<file path="config.mk">
export PLATFORM = sky130hd
export DESIGN_NAME = tokf_ctrl
export DESIGN_NICKNAME = d
export VERILOG_FILES = /design/src/sv/tokf_pkg.sv /design/src/sv/tokf_ctrl.sv
export VERILOG_INCLUDE_DIRS = /design/src /design/src/sv
export SDC_FILE = /design/constraint.sdc
export NUM_CORES = 1
export LEC_CHECK = 0
export BUFFER_PORTS_ARGS = -buffer_cell sky130_fd_sc_hd__buf_2
export CAP_MARGIN = 20
export CORE_AREA = 2 2 39 41
export DETAILED_ROUTE_END_ITERATION = 8
export DIE_AREA = 0 0 41 43
export PLACE_DENSITY_LB_ADDON = 0.3
export RECOVER_POWER = 25
export SLEW_MARGIN = 10
export SYNTH_ARGS = -nofsm -noshare
export SYNTH_HDL_FRONTEND = slang
export SYNTH_SLANG_ARGS = --single-unit
</file>
<file path="constraint.sdc">
create_clock -name aclk -period 1.8 [get_ports aclk]
set_input_delay 0.27 -clock aclk [delete_from_list [all_inputs] [get_ports aclk]]
set_output_delay 0.27 -clock aclk [all_outputs]
set_load 0.02 [all_outputs]
</file>
<file path="src/sv/tracked_object_kinematics_filter_macros.svh">
// Assertion macros used by the kinematics filter controller
`ifndef TRACKED_OBJECT_KINEMATICS_FILTER_MACROS_SVH
`define TRACKED_OBJECT_KINEMATICS_FILTER_MACROS_SVH

// same-cycle implication, checked while out of reset
`define TOKF_ASSERT_NOW(lbl, ante, cons, msg) \
    lbl: assert property (@(posedge aclk) disable iff (!aresetn) (ante) |-> (cons)) \
        else $error(msg);

// next-cycle implication, checked while out of reset
`define TOKF_ASSERT_NEXT(lbl, ante, cons, msg) \
    lbl: assert property (@(posedge aclk) disable iff (!aresetn) (ante) |=> (cons)) \
        else $error(msg);

`endif

</file>
<file path="src/sv/tokf_pkg.sv">
// Types, constants and helpers shared by the kinematics filter modules
`timescale 1ns / 1ps

package tokf_pkg;

    localparam int AXES       = 3;
    localparam int KINDS      = 3;
    localparam int LANES      = AXES * KINDS;
    localparam int DATA_W     = 32;
    localparam int ROW_W      = LANES * DATA_W;
    localparam int WIN_W      = 6;
    localparam int RATE_W     = 8;
    localparam int CNT_W      = 9;
    localparam int PROD_W     = DATA_W + 1 + RATE_W + 1;
    localparam int SQ_W       = 2 * DATA_W;
    localparam int CFG_IDX_W  = 3;
    localparam int CFG_DATA_W = 32;

    localparam logic [CFG_IDX_W-1:0] CFG_FRAME_RATE = 3'd0;
    localparam logic [CFG_IDX_W-1:0] CFG_MISS_LIMIT = 3'd1;
    localparam logic [CFG_IDX_W-1:0] CFG_POS_WIN    = 3'd2;
    localparam logic [CFG_IDX_W-1:0] CFG_VEL_WIN    = 3'd3;
    localparam logic [CFG_IDX_W-1:0] CFG_ACC_WIN    = 3'd4;
    localparam logic [CFG_IDX_W-1:0] CFG_VEL_DB     = 3'd5;
    localparam logic [CFG_IDX_W-1:0] CFG_ACC_DB     = 3'd6;

    localparam logic [RATE_W-1:0] FRAME_RATE_RST = 8'd24;
    localparam logic [RATE_W-1:0] MISS_LIMIT_RST = 8'd24;
    localparam logic [WIN_W-1:0]  POS_WIN_RST    = 6'd8;
    localparam logic [WIN_W-1:0]  VEL_WIN_RST    = 6'd20;
    localparam logic [WIN_W-1:0]  ACC_WIN_RST    = 6'd20;
    localparam logic [31:0]       VEL_DB_RST     = 32'd164;
    localparam logic [31:0]       ACC_DB_RST     = 32'd32768;
    localparam logic [CNT_W-1:0]  MISS_CNT_MAX   = 9'd511;

    typedef enum logic [2:0] {
        ST_IDLE,
        ST_VEL,
        ST_ACC,
        ST_SUM,
        ST_DIV,
        ST_SQ,
        ST_OUT
    } state_t;

    typedef struct packed {
        logic capture;
        logic diff_v;
        logic diff_a;
        logic sum_run;
        logic div_init;
        logic div_run;
        logic sq_init;
        logic sq_run;
        logic finish;
    } cmd_t;

    typedef struct packed {
        logic sum_done;
        logic div_done;
        logic sq_done;
    } stat_t;

    typedef struct packed {
        logic                     detected;
        logic signed [DATA_W-1:0] pos_x;
        logic signed [DATA_W-1:0] pos_y;
        logic signed [DATA_W-1:0] pos_z;
    } in_t;

    typedef struct packed {
        logic signed [DATA_W-1:0] avg_pos_x;
        logic signed [DATA_W-1:0] avg_pos_y;
        logic signed [DATA_W-1:0] avg_pos_z;
        logic signed [DATA_W-1:0] avg_vel_x;
        logic signed [DATA_W-1:0] avg_vel_y;
        logic signed [DATA_W-1:0] avg_vel_z;
        logic signed [DATA_W-1:0] avg_acc_x;
        logic signed [DATA_W-1:0] avg_acc_y;
        logic signed [DATA_W-1:0] avg_acc_z;
        logic                     tracking;
    } out_t;

    function automatic logic signed [DATA_W-1:0] sat_prod(input logic signed [PROD_W-1:0] v);
        logic [PROD_W-DATA_W:0] top;
        top = v[PROD_W-1:DATA_W-1];
        if ((&top) || !(|top)) begin
            return v[DATA_W-1:0];
        end else if (v[PROD_W-1]) begin
            return {1'b1, {(DATA_W-1){1'b0}}};
        end else begin
            return {1'b0, {(DATA_W-1){1'b1}}};
        end
    endfunction

endpackage

</file>
<file path="src/sv/tokf_ctrl.sv">
// Controller state machine sequencing one frame through the datapath
`timescale 1ns / 1ps
`include "tracked_object_kinematics_filter_macros.svh"

module tokf_ctrl
    import tokf_pkg::*;
(
    input  logic  aclk,
    input  logic  aresetn,
    input  logic  s_valid,
    output logic  s_ready,
    output logic  m_valid,
    input  logic  m_ready,
    input  stat_t stat,
    output cmd_t  cmd
);

    state_t state_reg;
    state_t state_next;

    always_ff @(posedge aclk) begin
        if (!aresetn) begin
            state_reg <= ST_IDLE;
        end else begin
            state_reg <= state_next;
        end
    end

    always_comb begin
        state_next = state_reg;
        cmd        = '0;
        s_ready    = 1'b0;
        m_valid    = 1'b0;
        unique case (state_reg)
            ST_IDLE: begin
                s_ready = 1'b1;
                if (s_valid) begin
                    cmd.capture = 1'b1;
                    state_next  = ST_VEL;
                end
            end
            ST_VEL: begin
                cmd.diff_v = 1'b1;
                state_next = ST_ACC;
            end
            ST_ACC: begin
                cmd.diff_a = 1'b1;
                state_next = ST_SUM;
            end
            ST_SUM: begin
                cmd.sum_run = 1'b1;
                if (stat.sum_done) begin
                    cmd.div_init = 1'b1;
                    state_next   = ST_DIV;
                end
            end
            ST_DIV: begin
                cmd.div_run = 1'b1;
                if (stat.div_done) begin
                    cmd.sq_init = 1'b1;
                    state_next  = ST_SQ;
                end
            end
            ST_SQ: begin
                cmd.sq_run = 1'b1;
                if (stat.sq_done) begin
                    cmd.finish = 1'b1;
                    state_next = ST_OUT;
                end
            end
            ST_OUT: begin
                m_valid = 1'b1;
                if (m_ready) begin
                    state_next = ST_IDLE;
                end
            end
            default: state_next = ST_IDLE;
        endcase
    end

    `TOKF_ASSERT_NEXT(a_accept_starts, s_valid && s_ready, state_reg == ST_VEL, "accept did not start")
    `TOKF_ASSERT_NOW(a_one_side, s_ready, !m_valid, "input and result side open together")
    `TOKF_ASSERT_NEXT(a_finish_shows, cmd.finish, m_valid, "finished request not shown")
    `TOKF_ASSERT_NEXT(a_taken_idle, m_valid && m_ready, s_ready, "taken result did not free input")

endmodule

</file>
==> impl_results.md, run 1 <==
* Syn Nets at between 40 and 50
* Most frequent cell after synthesis: nor2_1
* Clk Latency, worst-skew pair at 0.23 ns
* Post-route clock period utilization at 88.9%
* Placed inst area at 333 sq um
* Via density at about 4.3
* Min-delay worst type: in -> reg
* Cells after synthesis at 37
* Number of nets with antenna violations after routing at 0
* Site Rows at 14
* Largest register FFs at 3
* Fin. Hold Viols at 0
* Max Slew Vio Count at 0
* Synthesized area at 245 sq um
* Sw Pwr at 86.6 uW
* Power Dens Cells at between 700 and 800 nW/um^2
* Post-CTS setup buffer count at 0
* VDD IR-drop max at between 0.2 and 0.25 mV
* Post-Layout Inst Area at 359 sq um
* Initial core utilization at 17.7%
* Startpoint types: flip-flop
* DR vias at ~310
* Seq cells post-synth at 3
* Sequential fraction of design power at between 30% and 40%
* Clk network pwr share at 43.2%
* Register area share after synthesis at 24.5%
* Area Growth Syn to Fin at 46.4%
* Core area at around 1400 sq um
* Post-route minimum period at 1.60 ns
* Commonest cells post-synth: 7 x nor2_1, 6 x nand2b_1, 4 x a21oi_1
* Top_reg_cell synth: dfxtp_1
* Number of global-route vias before repair at 273
* Int Power at 185 uW
* Setup tns final at 0 ns
* Skew final at just over 0.005 ns
* Drt pass-1 iters at 4
* CTS tree: yes
* Synth cell types at 16
* Iteration-0 DRC Markers at 4
* Switch share at about a third
* Hold buffer count at CTS at 0
* Avg Cell Area, Syn at between 6 and 7 sq um
* CP Data Required Time at 1.53 ns
* Diode count at 0
* Share of layout cells above drive strength 1 at 36.4%
* Share of the synthesized area in the top cell type at 24.5%
* I/O pin count at 18
* Longest Clk Path Bufs at 2
* LEAKAGE at between 0.15 and 0.2 nW
* Critical Path Sink Type: output pin
* CTS buffer count at 3
* Slowest-stage cell, CP: dfxtp_1
* Hpwl dp at 501 um
* H-tree Lvls at 1
* Max_cap viols at 0
* Nets at 63
* Setup-failing EPs final at 0
* Reg clk slew, reported paths at 0.03 ns
* All-Layer GR Usage at 8.72%
* Synth area leader: dfxtp_1
* Largest net degree at the start of global routing at 13
* First-pass GRT wire length at ~1000 um
* Worst Tran Pin Value at 0.365 ns
* EDFF count, synth at 0
* Cell Chain, Critical Path: nand2b_1 -> nor2_1 -> and2_1 -> buf_2
* Critical Path AT at 1.33 ns
* Residual DRC count at 0
* WS Path Type: reg -> out
* Crit-path max FO at 12
* Setup repair after global routing missed its margin: false
* Slew HR at approximately three quarters
* Combinational power share at 25.3%
* Total grt overflow at 0
* Ranking of synthesized cells by area: dfxtp_1 24%, nand2b_1 15%, nor2_1 11%, a21oi_1 8.2%, nor3_1 6.1%
* Outcome: finished, final reports clean
* Final wirelength at 647 um
* Root buf cell: clkbuf_4
* Number of gates resized after CTS at 0
* WL/cell at 9.11 um
* Die Span Y at 43 um
* Async SR Flop Fraction at 0%
* Initial antenna violation count at 0
* Port Buf Inserts at 17
* Synth warn at 0
* # clock sinks at 3
* Total power at 271 uW
* Chip Width at 41 um
* GPL Wtd Cong at 0.635
* Die Area at 1760 sq um
* Max Freq at approximately 0.63 GHz
* Max incr delay on CP at 0.53 ns
[logic make-up (layout without fill, tap and decap cells)]
family	after synthesis	after routing	share of synthesized area [%]
buf+inv	4	22	8.67
simple gates	22	22	48.0
flops	3	3	24.5
compound gates	8	8	18.9
[critical path: cells and delay by family, from the launching register on]
family | cells | cell delay, ns
buf+inv | 1 | 0.15
simple gates | 3 | 0.42
flops | 1 | 0.53
[cell usage in the layout, fill, tap and decap left out]
cell	Yosys	final
buf_2	2	17
nor2_1	7	7
inv_1	1	1
o21ai_1	1	1
clkbuf_1	0	1
and2_0	0	1
nor2b_1	1	1
o21a_1	1	1
nand2b_1	6	6
nor3_1	3	3
dfxtp_1	3	3
nor3b_1	1	1
a21oi_1	4	4
o21ai_0	1	1
and2_1	2	1
and3_1	2	2
clkbuf_4	0	3
o31a_1	1	1
[through the flow]
stage	setup slack [ns]	std cells	hold WS [ns]	util (%)
2_1_floorplan	0.314	37	0.387	-
3_3_place_gp	0.442	67	0.520	24.1
3_5_place_dp	0.437	67	0.521	24.1
4_1_cts	0.181	71	0.277	25.9
5_1_grt	0.0777	71	0.286	25.9
6_report	0.200	71	0.282	25.9
[final timing paths]
check / start / to / slack (ns) / depth (start not counted)
setup / recovery: state_reg[2] / cmd[0] / 0.20 / 4
setup reg to reg: state_reg[2] / state_reg[0] / 0.61 / 3
hold / removal: aresetn / state_reg[2] / 0.28 / 2
hold reg to reg: state_reg[1] / state_reg[1] / 0.65 / 2
[final cells by class]
| class | count | area, sq um |
|---|---|---|
| timing repair buffer | 17 | 85.1 |
| sequential | 3 | 60.1 |
| inverter | 1 | 3.75 |
| multi-input combinational | 30 | 164 |
| tap | 16 | 20.0 |
| clock buffer | 4 | 26.3 |
| fill | 162 | 1020 |
[power by group through the flow]
| stage | clock network [mW] | registers [mW] | logic, mW |
|---|---|---|---|
| 3_5_place_dp | 0 | 0.0864 | 0.0701 |
| 5_1_grt | 0.133 | 0.0871 | 0.0764 |
| 6_report | 0.117 | 0.0854 | 0.0687 |
| 4_1_cts | 0.123 | 0.0856 | 0.0702 |
| 3_3_place_gp | 0 | 0.0860 | 0.0700 |
| 2_1_floorplan | 0 | 0.0747 | 0.0584 |
[routing by layer]
layer / wire [um] / track usage (%)
met4: 0 / 8.00
met1: 271 / 8.95
met5: 0 / 0
met2: 346 / 12.8
met3: 29 / 3.14
(Power assumes the default switching activity.)
==> run 2, diff against run 1 <==
PLACE_DENSITY = 0.4   (was unset)
PLACE_DENSITY_LB_ADDON = unset   (was 0.3)
REMOVE_ABC_BUFFERS = 1   (was unset)
==> run 2 against run 1 <==
Routed wire length grew 1.7%. Clock skew down 0.0024 ns. Final cell count unchanged. Setup slack got worse by 0.0048 ns. Fmax down 0.30%. First-iteration DRC count is 75% lower. Total power rose by 1.3%. Register-to-register slack about the same. Critical endpoint unchanged. Largest power group unchanged.
==> impl_results.md, run 2 (synthesized netlist as in run 1, its figures left out) <==
* Die Area at 1760 sq um (unchanged)
* Most frequent cells in the layout: 17 x buf_2, 7 x nor2_1, 6 x nand2b_1 (unchanged)
* Final cell count without fillers at 71 (unchanged)
* Met2 routed WL at 296 um (was 346 um)
* Final wirelength at 658 um (was 647 um)
* Slew HR at 75.8% (was 75.6%)
* Chip Width at 41 um (unchanged)
* Setup-failing EPs final at 0 (unchanged)
* Drt pass-1 iters at 2 (was 4)
* Setup ws final at 0.195 ns (was 0.200 ns)
* Power Dens Cells at 766 nW/um^2 (was 756 nW/um^2)
* Number of global-route vias before repair at 228 (was 273)
* Share of layout cells above drive strength 1 at 36.4% (unchanged)
* Fin. Hold Viols at 0 (unchanged)
* Largest net degree at the start of global routing at 13 (unchanged)
* Max Freq at 0.623 GHz (was 0.625 GHz)
* Final core occ at 25.9% (unchanged)
* CP Data Required Time at 1.53 ns (about the same)
* Worst Tran Pin Value at 0.363 ns (was 0.365 ns)
* I/O pin count at 18 (unchanged)
* Port Buf Inserts at 17 (unchanged)
* Root buf cell: clkbuf_4 (unchanged)
* LEAKAGE at 0.186 nW (unchanged)
* Total grt overflow at 0 (unchanged)
* DR vias at 295 (was 306)
* # clock sinks at 3 (unchanged)
* WS Path Type: reg -> out (unchanged)
* Initial antenna violation count at 0 (unchanged)
* Hpwl dp at 497 um (was 501 um)
* Area Growth Syn to Fin at 46.4% (unchanged)
* Critical Path AT at 1.33 ns (about the same)
* Iteration-0 DRC Markers at 1 (was 4)
* Core area at 1380 sq um (unchanged)
* Initial core utilization at 17.7% (unchanged)
* Largest register FFs at 3 (unchanged)
* Min-delay worst type: in -> reg (unchanged)
* Residual DRC count at 0 (unchanged)
* Hold_ws at 0.282 ns (about the same)
* DP Cell Count at 67 (unchanged)
* Most common cell after layout, fill and taps aside: buf_2 (unchanged)
* Post-route clock period utilization at 89.1% (was 88.9%)
* Hold buffer count at CTS at 0 (unchanged)
* Setup repair after global routing missed its margin: false (unchanged)
* Post-route minimum period at 1.60 ns (about the same)
* Reg clk slew, reported paths at 0.04 ns (was 0.03 ns)
* Via density at 4.15 (was 4.31)
* Setup slack at placement at 0.443 ns (was 0.437 ns)
* Met3 wire len at 66 um (was 29 um)
* Diode count at 0 (unchanged)
* DRT met1 WL at 295 um (was 271 um)
* Nets at 63 (unchanged)
* Setup tns final at 0 ns (unchanged)
* All-Layer GR Usage at 8.12% (was 8.72%)
* H-tree Lvls at 1 (unchanged)
* Crit-path max FO at 12 (unchanged)
* Site Rows at 14 (unchanged)
* Number of gates resized after CTS at 0 (unchanged)
* WL/cell at 9.27 um (was 9.11 um)
* CTS tree: yes (unchanged)
* Post-Layout Inst Area at 359 sq um (unchanged)
* First-pass GRT wire length at 924 um (was 1000 um)
* Number of nets with antenna violations after routing at 0 (unchanged)
* Placed inst area at 333 sq um (unchanged)
* Startpoint types: flip-flop (unchanged)
* Skew final at 0.00278 ns (was 0.00519 ns)
* VDD IR-drop max at 0.192 mV (was 0.229 mV)
* Max Slew Vio Count at 0 (unchanged)
* Max Used Layer: met3 (unchanged)
* Longest Clk Path Bufs at 2 (unchanged)
* GPL Wtd Cong at 0.583 (was 0.635)
* Critical Path Sink Type: output pin (unchanged)
* Max_cap viols at 0 (unchanged)
* Total power at 275 uW (was 271 uW)
* CTS buffer count at 3 (unchanged)
* Die Span Y at 43 um (unchanged)
* Outcome: finished, final reports clean (unchanged)
* Post-CTS setup buffer count at 0 (unchanged)
* Clk Latency, worst-skew pair at 0.23 ns (about the same)
## run 2: metal layers
layer  vias up  global-route usage [%]
met5         -                       0
met2        12                    10.6
li1        163                       -
met4         0                    6.00
met1       120                    8.95
met3         0                    5.24
## run 2: final cells by class
type	count	area, sq um
fillers	169	1020
multi-input cells	30	164
repair buffers	17	85.1
flip-flops and latches	3	60.1
clock buffers	4	26.3
well taps	16	20.0
inverters	1	3.75
## run 2: worst max-delay path, cell delays in order, from the launching register on
cell      delay (ns)
dfxtp_1         0.53
nand2b_1        0.17
nor2_1          0.12
and2_1          0.12
buf_2           0.15
## run 2: power breakdown
part	switching, mW	leakage [nW]	internal, mW	total [mW]
clock	0.0380	0.0150	0.0833	0.121
sequential	0.0133	0.0247	0.0721	0.0854
combinational	0.0386	0.146	0.0296	0.0683
## run 2: path summary, 6_finish.rpt
check                from           end  slack (ns)  cells after the start
max          state_reg[2]        cmd[0]        0.20                      4
min               aresetn  state_reg[2]        0.28                      2
max reg2reg  state_reg[2]  state_reg[0]        0.61                      3
min reg2reg  state_reg[1]  state_reg[1]        0.64                      2
==> run 3, diff against run 2 <==
CELL_PAD_IN_SITES_DETAIL_PLACEMENT = 1   (was unset)
CELL_PAD_IN_SITES_GLOBAL_PLACEMENT = 1   (was unset)
PLACE_DENSITY = 0.57   (was 0.4)
SLEW_MARGIN = 20   (was 10)
==> run 3 against run 2 <==
Cell area did not move. Fmax fell by 0.71%. Flip-flop and latch count did not move. Routed wire length rose by 2.6%. Critical path type unchanged. Critical endpoint unchanged. Worst hold slack got worse by 0.0067 ns. Largest cell class unchanged. Clock-buffer cell count did not move. Total power fell by 2.3%. Non-clock buffer count did not move. Global-route usage rose by 0.71 points. Final cell count did not move. Sequential power rose by 0.5%. Utilization did not move. Largest power group unchanged.
==> impl_results.md, run 3 (synthesized netlist as in run 1, its figures left out) <==
* WS Path Type: reg -> out (unchanged)
* Critical R2R Launch: state_reg[2] (unchanged)
* Hold buffer count at CTS at 0 (unchanged)
* I/O pin count at 18 (unchanged)
* Post-route minimum period at 1.62 ns (was 1.60 ns)
* Final wirelength at 675 um (was 658 um)
* Final core occ at 25.9% (unchanged)
* Residual DRC count at 0 (unchanged)
* Max Freq at 0.619 GHz (was 0.623 GHz)
* Startpoint types: flip-flop (unchanged)
* Fin. Hold Viols at 0 (unchanged)
* Total grt overflow at 0 (unchanged)
* Nets at 63 (unchanged)
* Switch share at 31.3% (was 32.7%)
* Critical Path AT at 1.35 ns (was 1.33 ns)
* CTS tree: yes (unchanged)
* WL/cell at 9.51 um (was 9.27 um)
* Most frequent cells in the layout: 17 x buf_2, 7 x nor2_1, 6 x nand2b_1 (unchanged)
* Post-CTS setup buffer count at 0 (unchanged)
* Cell Chain, Critical Path: nand2b_1 -> nor2_1 -> and2_1 -> buf_2 (unchanged)
* Max Slew Vio Count at 0 (unchanged)
* Initial antenna violation count at 0 (unchanged)
* Longest Clk Path Bufs at 2 (unchanged)
* Slowest-stage cell, CP: dfxtp_1 (unchanged)
* Area Growth Syn to Fin at 46.4% (unchanged)
* Setup tns final at 0 ns (unchanged)
* Share of layout cells above drive strength 1 at 36.4% (unchanged)
* Drt pass-1 iters at 1 (was 2)
* Largest net degree at the start of global routing at 13 (unchanged)
* Port Buf Inserts at 17 (unchanged)
* Iteration-0 DRC Markers at 0 (was 1)
* Clk Latency, worst-skew pair at 0.23 ns (about the same)
* Number of global-route vias before repair at 273 (was 228)
* Slew HR at 75.4% (was 75.8%)
* Sequential fraction of design power at 31.9% (was 31.1%)
* Worst Tran Pin Value at 0.369 ns (was 0.363 ns)
* Diode count at 0 (unchanged)
* Clk network pwr share at 42.3% (was 44.1%)
* CTS buffer count at 3 (unchanged)
* H-tree Lvls at 1 (unchanged)
* Reg clk slew, reported paths at 0.03 ns (was 0.04 ns)
* Post-route clock period utilization at 89.8% (was 89.1%)
* DR vias at 305 (was 295)
* Setup slack, reg-to-reg at 0.60 ns (was 0.61 ns)
* Setup-failing EPs final at 0 (unchanged)
* Hpwl dp at 519 um (was 497 um)
* Core area at 1380 sq um (unchanged)
* Via density at 4.30 (was 4.15)
* Number of gates resized after CTS at 0 (unchanged)
* Sw Pwr at 84.1 uW (was 90.0 uW)
* Combinational power share at 25.8% (was 24.8%)
* Worst reg-to-reg path cell count at 3 (unchanged)
* Die Area at 1760 sq um (unchanged)
* Die Span Y at 43 um (unchanged)
* Hold Path Sink: state_reg[2] (unchanged)
* Min-delay worst type: in -> reg (unchanged)
* LEAKAGE at 0.186 nW (unchanged)
* # clock sinks at 3 (unchanged)
* Min-Delay Path Depth at 2 (unchanged)
* VDD IR-drop max at 0.530 mV (was 0.192 mV)
* Power Dens Cells at 748 nW/um^2 (was 766 nW/um^2)
* First-pass GRT wire length at 1100 um (was 924 um)
* Critical Path Sink Type: output pin (unchanged)
* Hold Path Origin: aresetn (unchanged)
* All-Layer GR Usage at 8.83% (was 8.12%)
* Skew final at 0.00386 ns (was 0.00278 ns)
* Largest register FFs at 3 (unchanged)
* Initial core utilization at 17.7% (unchanged)
* Crit-path max FO at 12 (unchanged)
* Max incr delay on CP at 0.53 ns (about the same)
* Most common cell after layout, fill and taps aside: buf_2 (unchanged)
* Setup repair after global routing missed its margin: false (unchanged)
* Outcome: finished, final reports clean (unchanged)
* Site Rows at 14 (unchanged)
* Int Power at 185 uW (about the same)
* Number of nets with antenna violations after routing at 0 (unchanged)
* GPL Wtd Cong at 0.760 (was 0.583)
* Chip Width at 41 um (unchanged)
* Max_cap viols at 0 (unchanged)
* Root buf cell: clkbuf_4 (unchanged)
* Reg2Reg Capture Point: state_reg[0] (unchanged)
* CP Data Required Time at 1.53 ns (about the same)
==> run 3: cell counts in the layout (fill, tap and decap cells not counted) <==
Identical to the previous run, type by type.
==> run 3: power groups by stage <==
stage               sequential (mW)  clock (mW)  combinational, mW
floorplan                    0.0824           0             0.0463
finish                       0.0858       0.114             0.0692
detailed placement           0.0867           0             0.0702
global route                 0.0875       0.129             0.0767
CTS                          0.0860       0.122             0.0706
global placement             0.0862           0             0.0708
==> run 3: layout make-up <==
type | instances | area [sq um]
inverters | 1 | 3.75
repair buffers | 17 | 85.1
well taps | 16 | 20.0
flip-flops and latches | 3 | 60.1
clock buffers | 4 | 26.3
fillers | 182 | 1020
multi-input cells | 30 | 164
==> run 3: critical path, delay by kind of cell (launching register included) <==
family        cells  cell delay, ns
buf+inv           1            0.15
flops             1            0.53
simple gates      3            0.43
==> run 3: worst max-delay path by stage <==
stage                     slack [ns]          from     end  depth (start not counted)
after detailed placement        0.42  state_reg[2]  cmd[0]                          4
after global placement          0.42  state_reg[2]  cmd[0]                          4
after CTS                       0.17  state_reg[2]  cmd[0]                          4
final                           0.18  state_reg[2]  cmd[0]                          4
after global routing            0.04  state_reg[2]  cmd[0]                          4
after floorplan                 0.32  state_reg[2]  cmd[0]                          3
==> run 3: per-stage QoR <==
stage | total power [mW] | hold WS (ns) | cells | instance area, sq um | setup WS (ns)
2_1_floorplan | 0.129 | 0.387 | 34 | 228 | 0.321
3_3_place_gp | 0.157 | 0.518 | 67 | 333 | 0.417
3_5_place_dp | 0.157 | 0.509 | 67 | 333 | 0.417
4_1_cts | 0.279 | 0.269 | 71 | 359 | 0.166
5_1_grt | 0.293 | 0.287 | 71 | 359 | 0.0441
6_report | 0.269 | 0.276 | 71 | 359 | 0.184
==> run 3: metal layers <==
metal / up-vias / routed length, um / share of wire, % / track usage (%)
li1: 161 / - / - / -
met1: 136 / 311 / 46 / 12.5
met3: 0 / 45 / 6.7 / 4.71
met2: 8 / 317 / 47 / 12.5
met5: - / 0 / 0 / 0
met4: 0 / 0 / 0 / 0
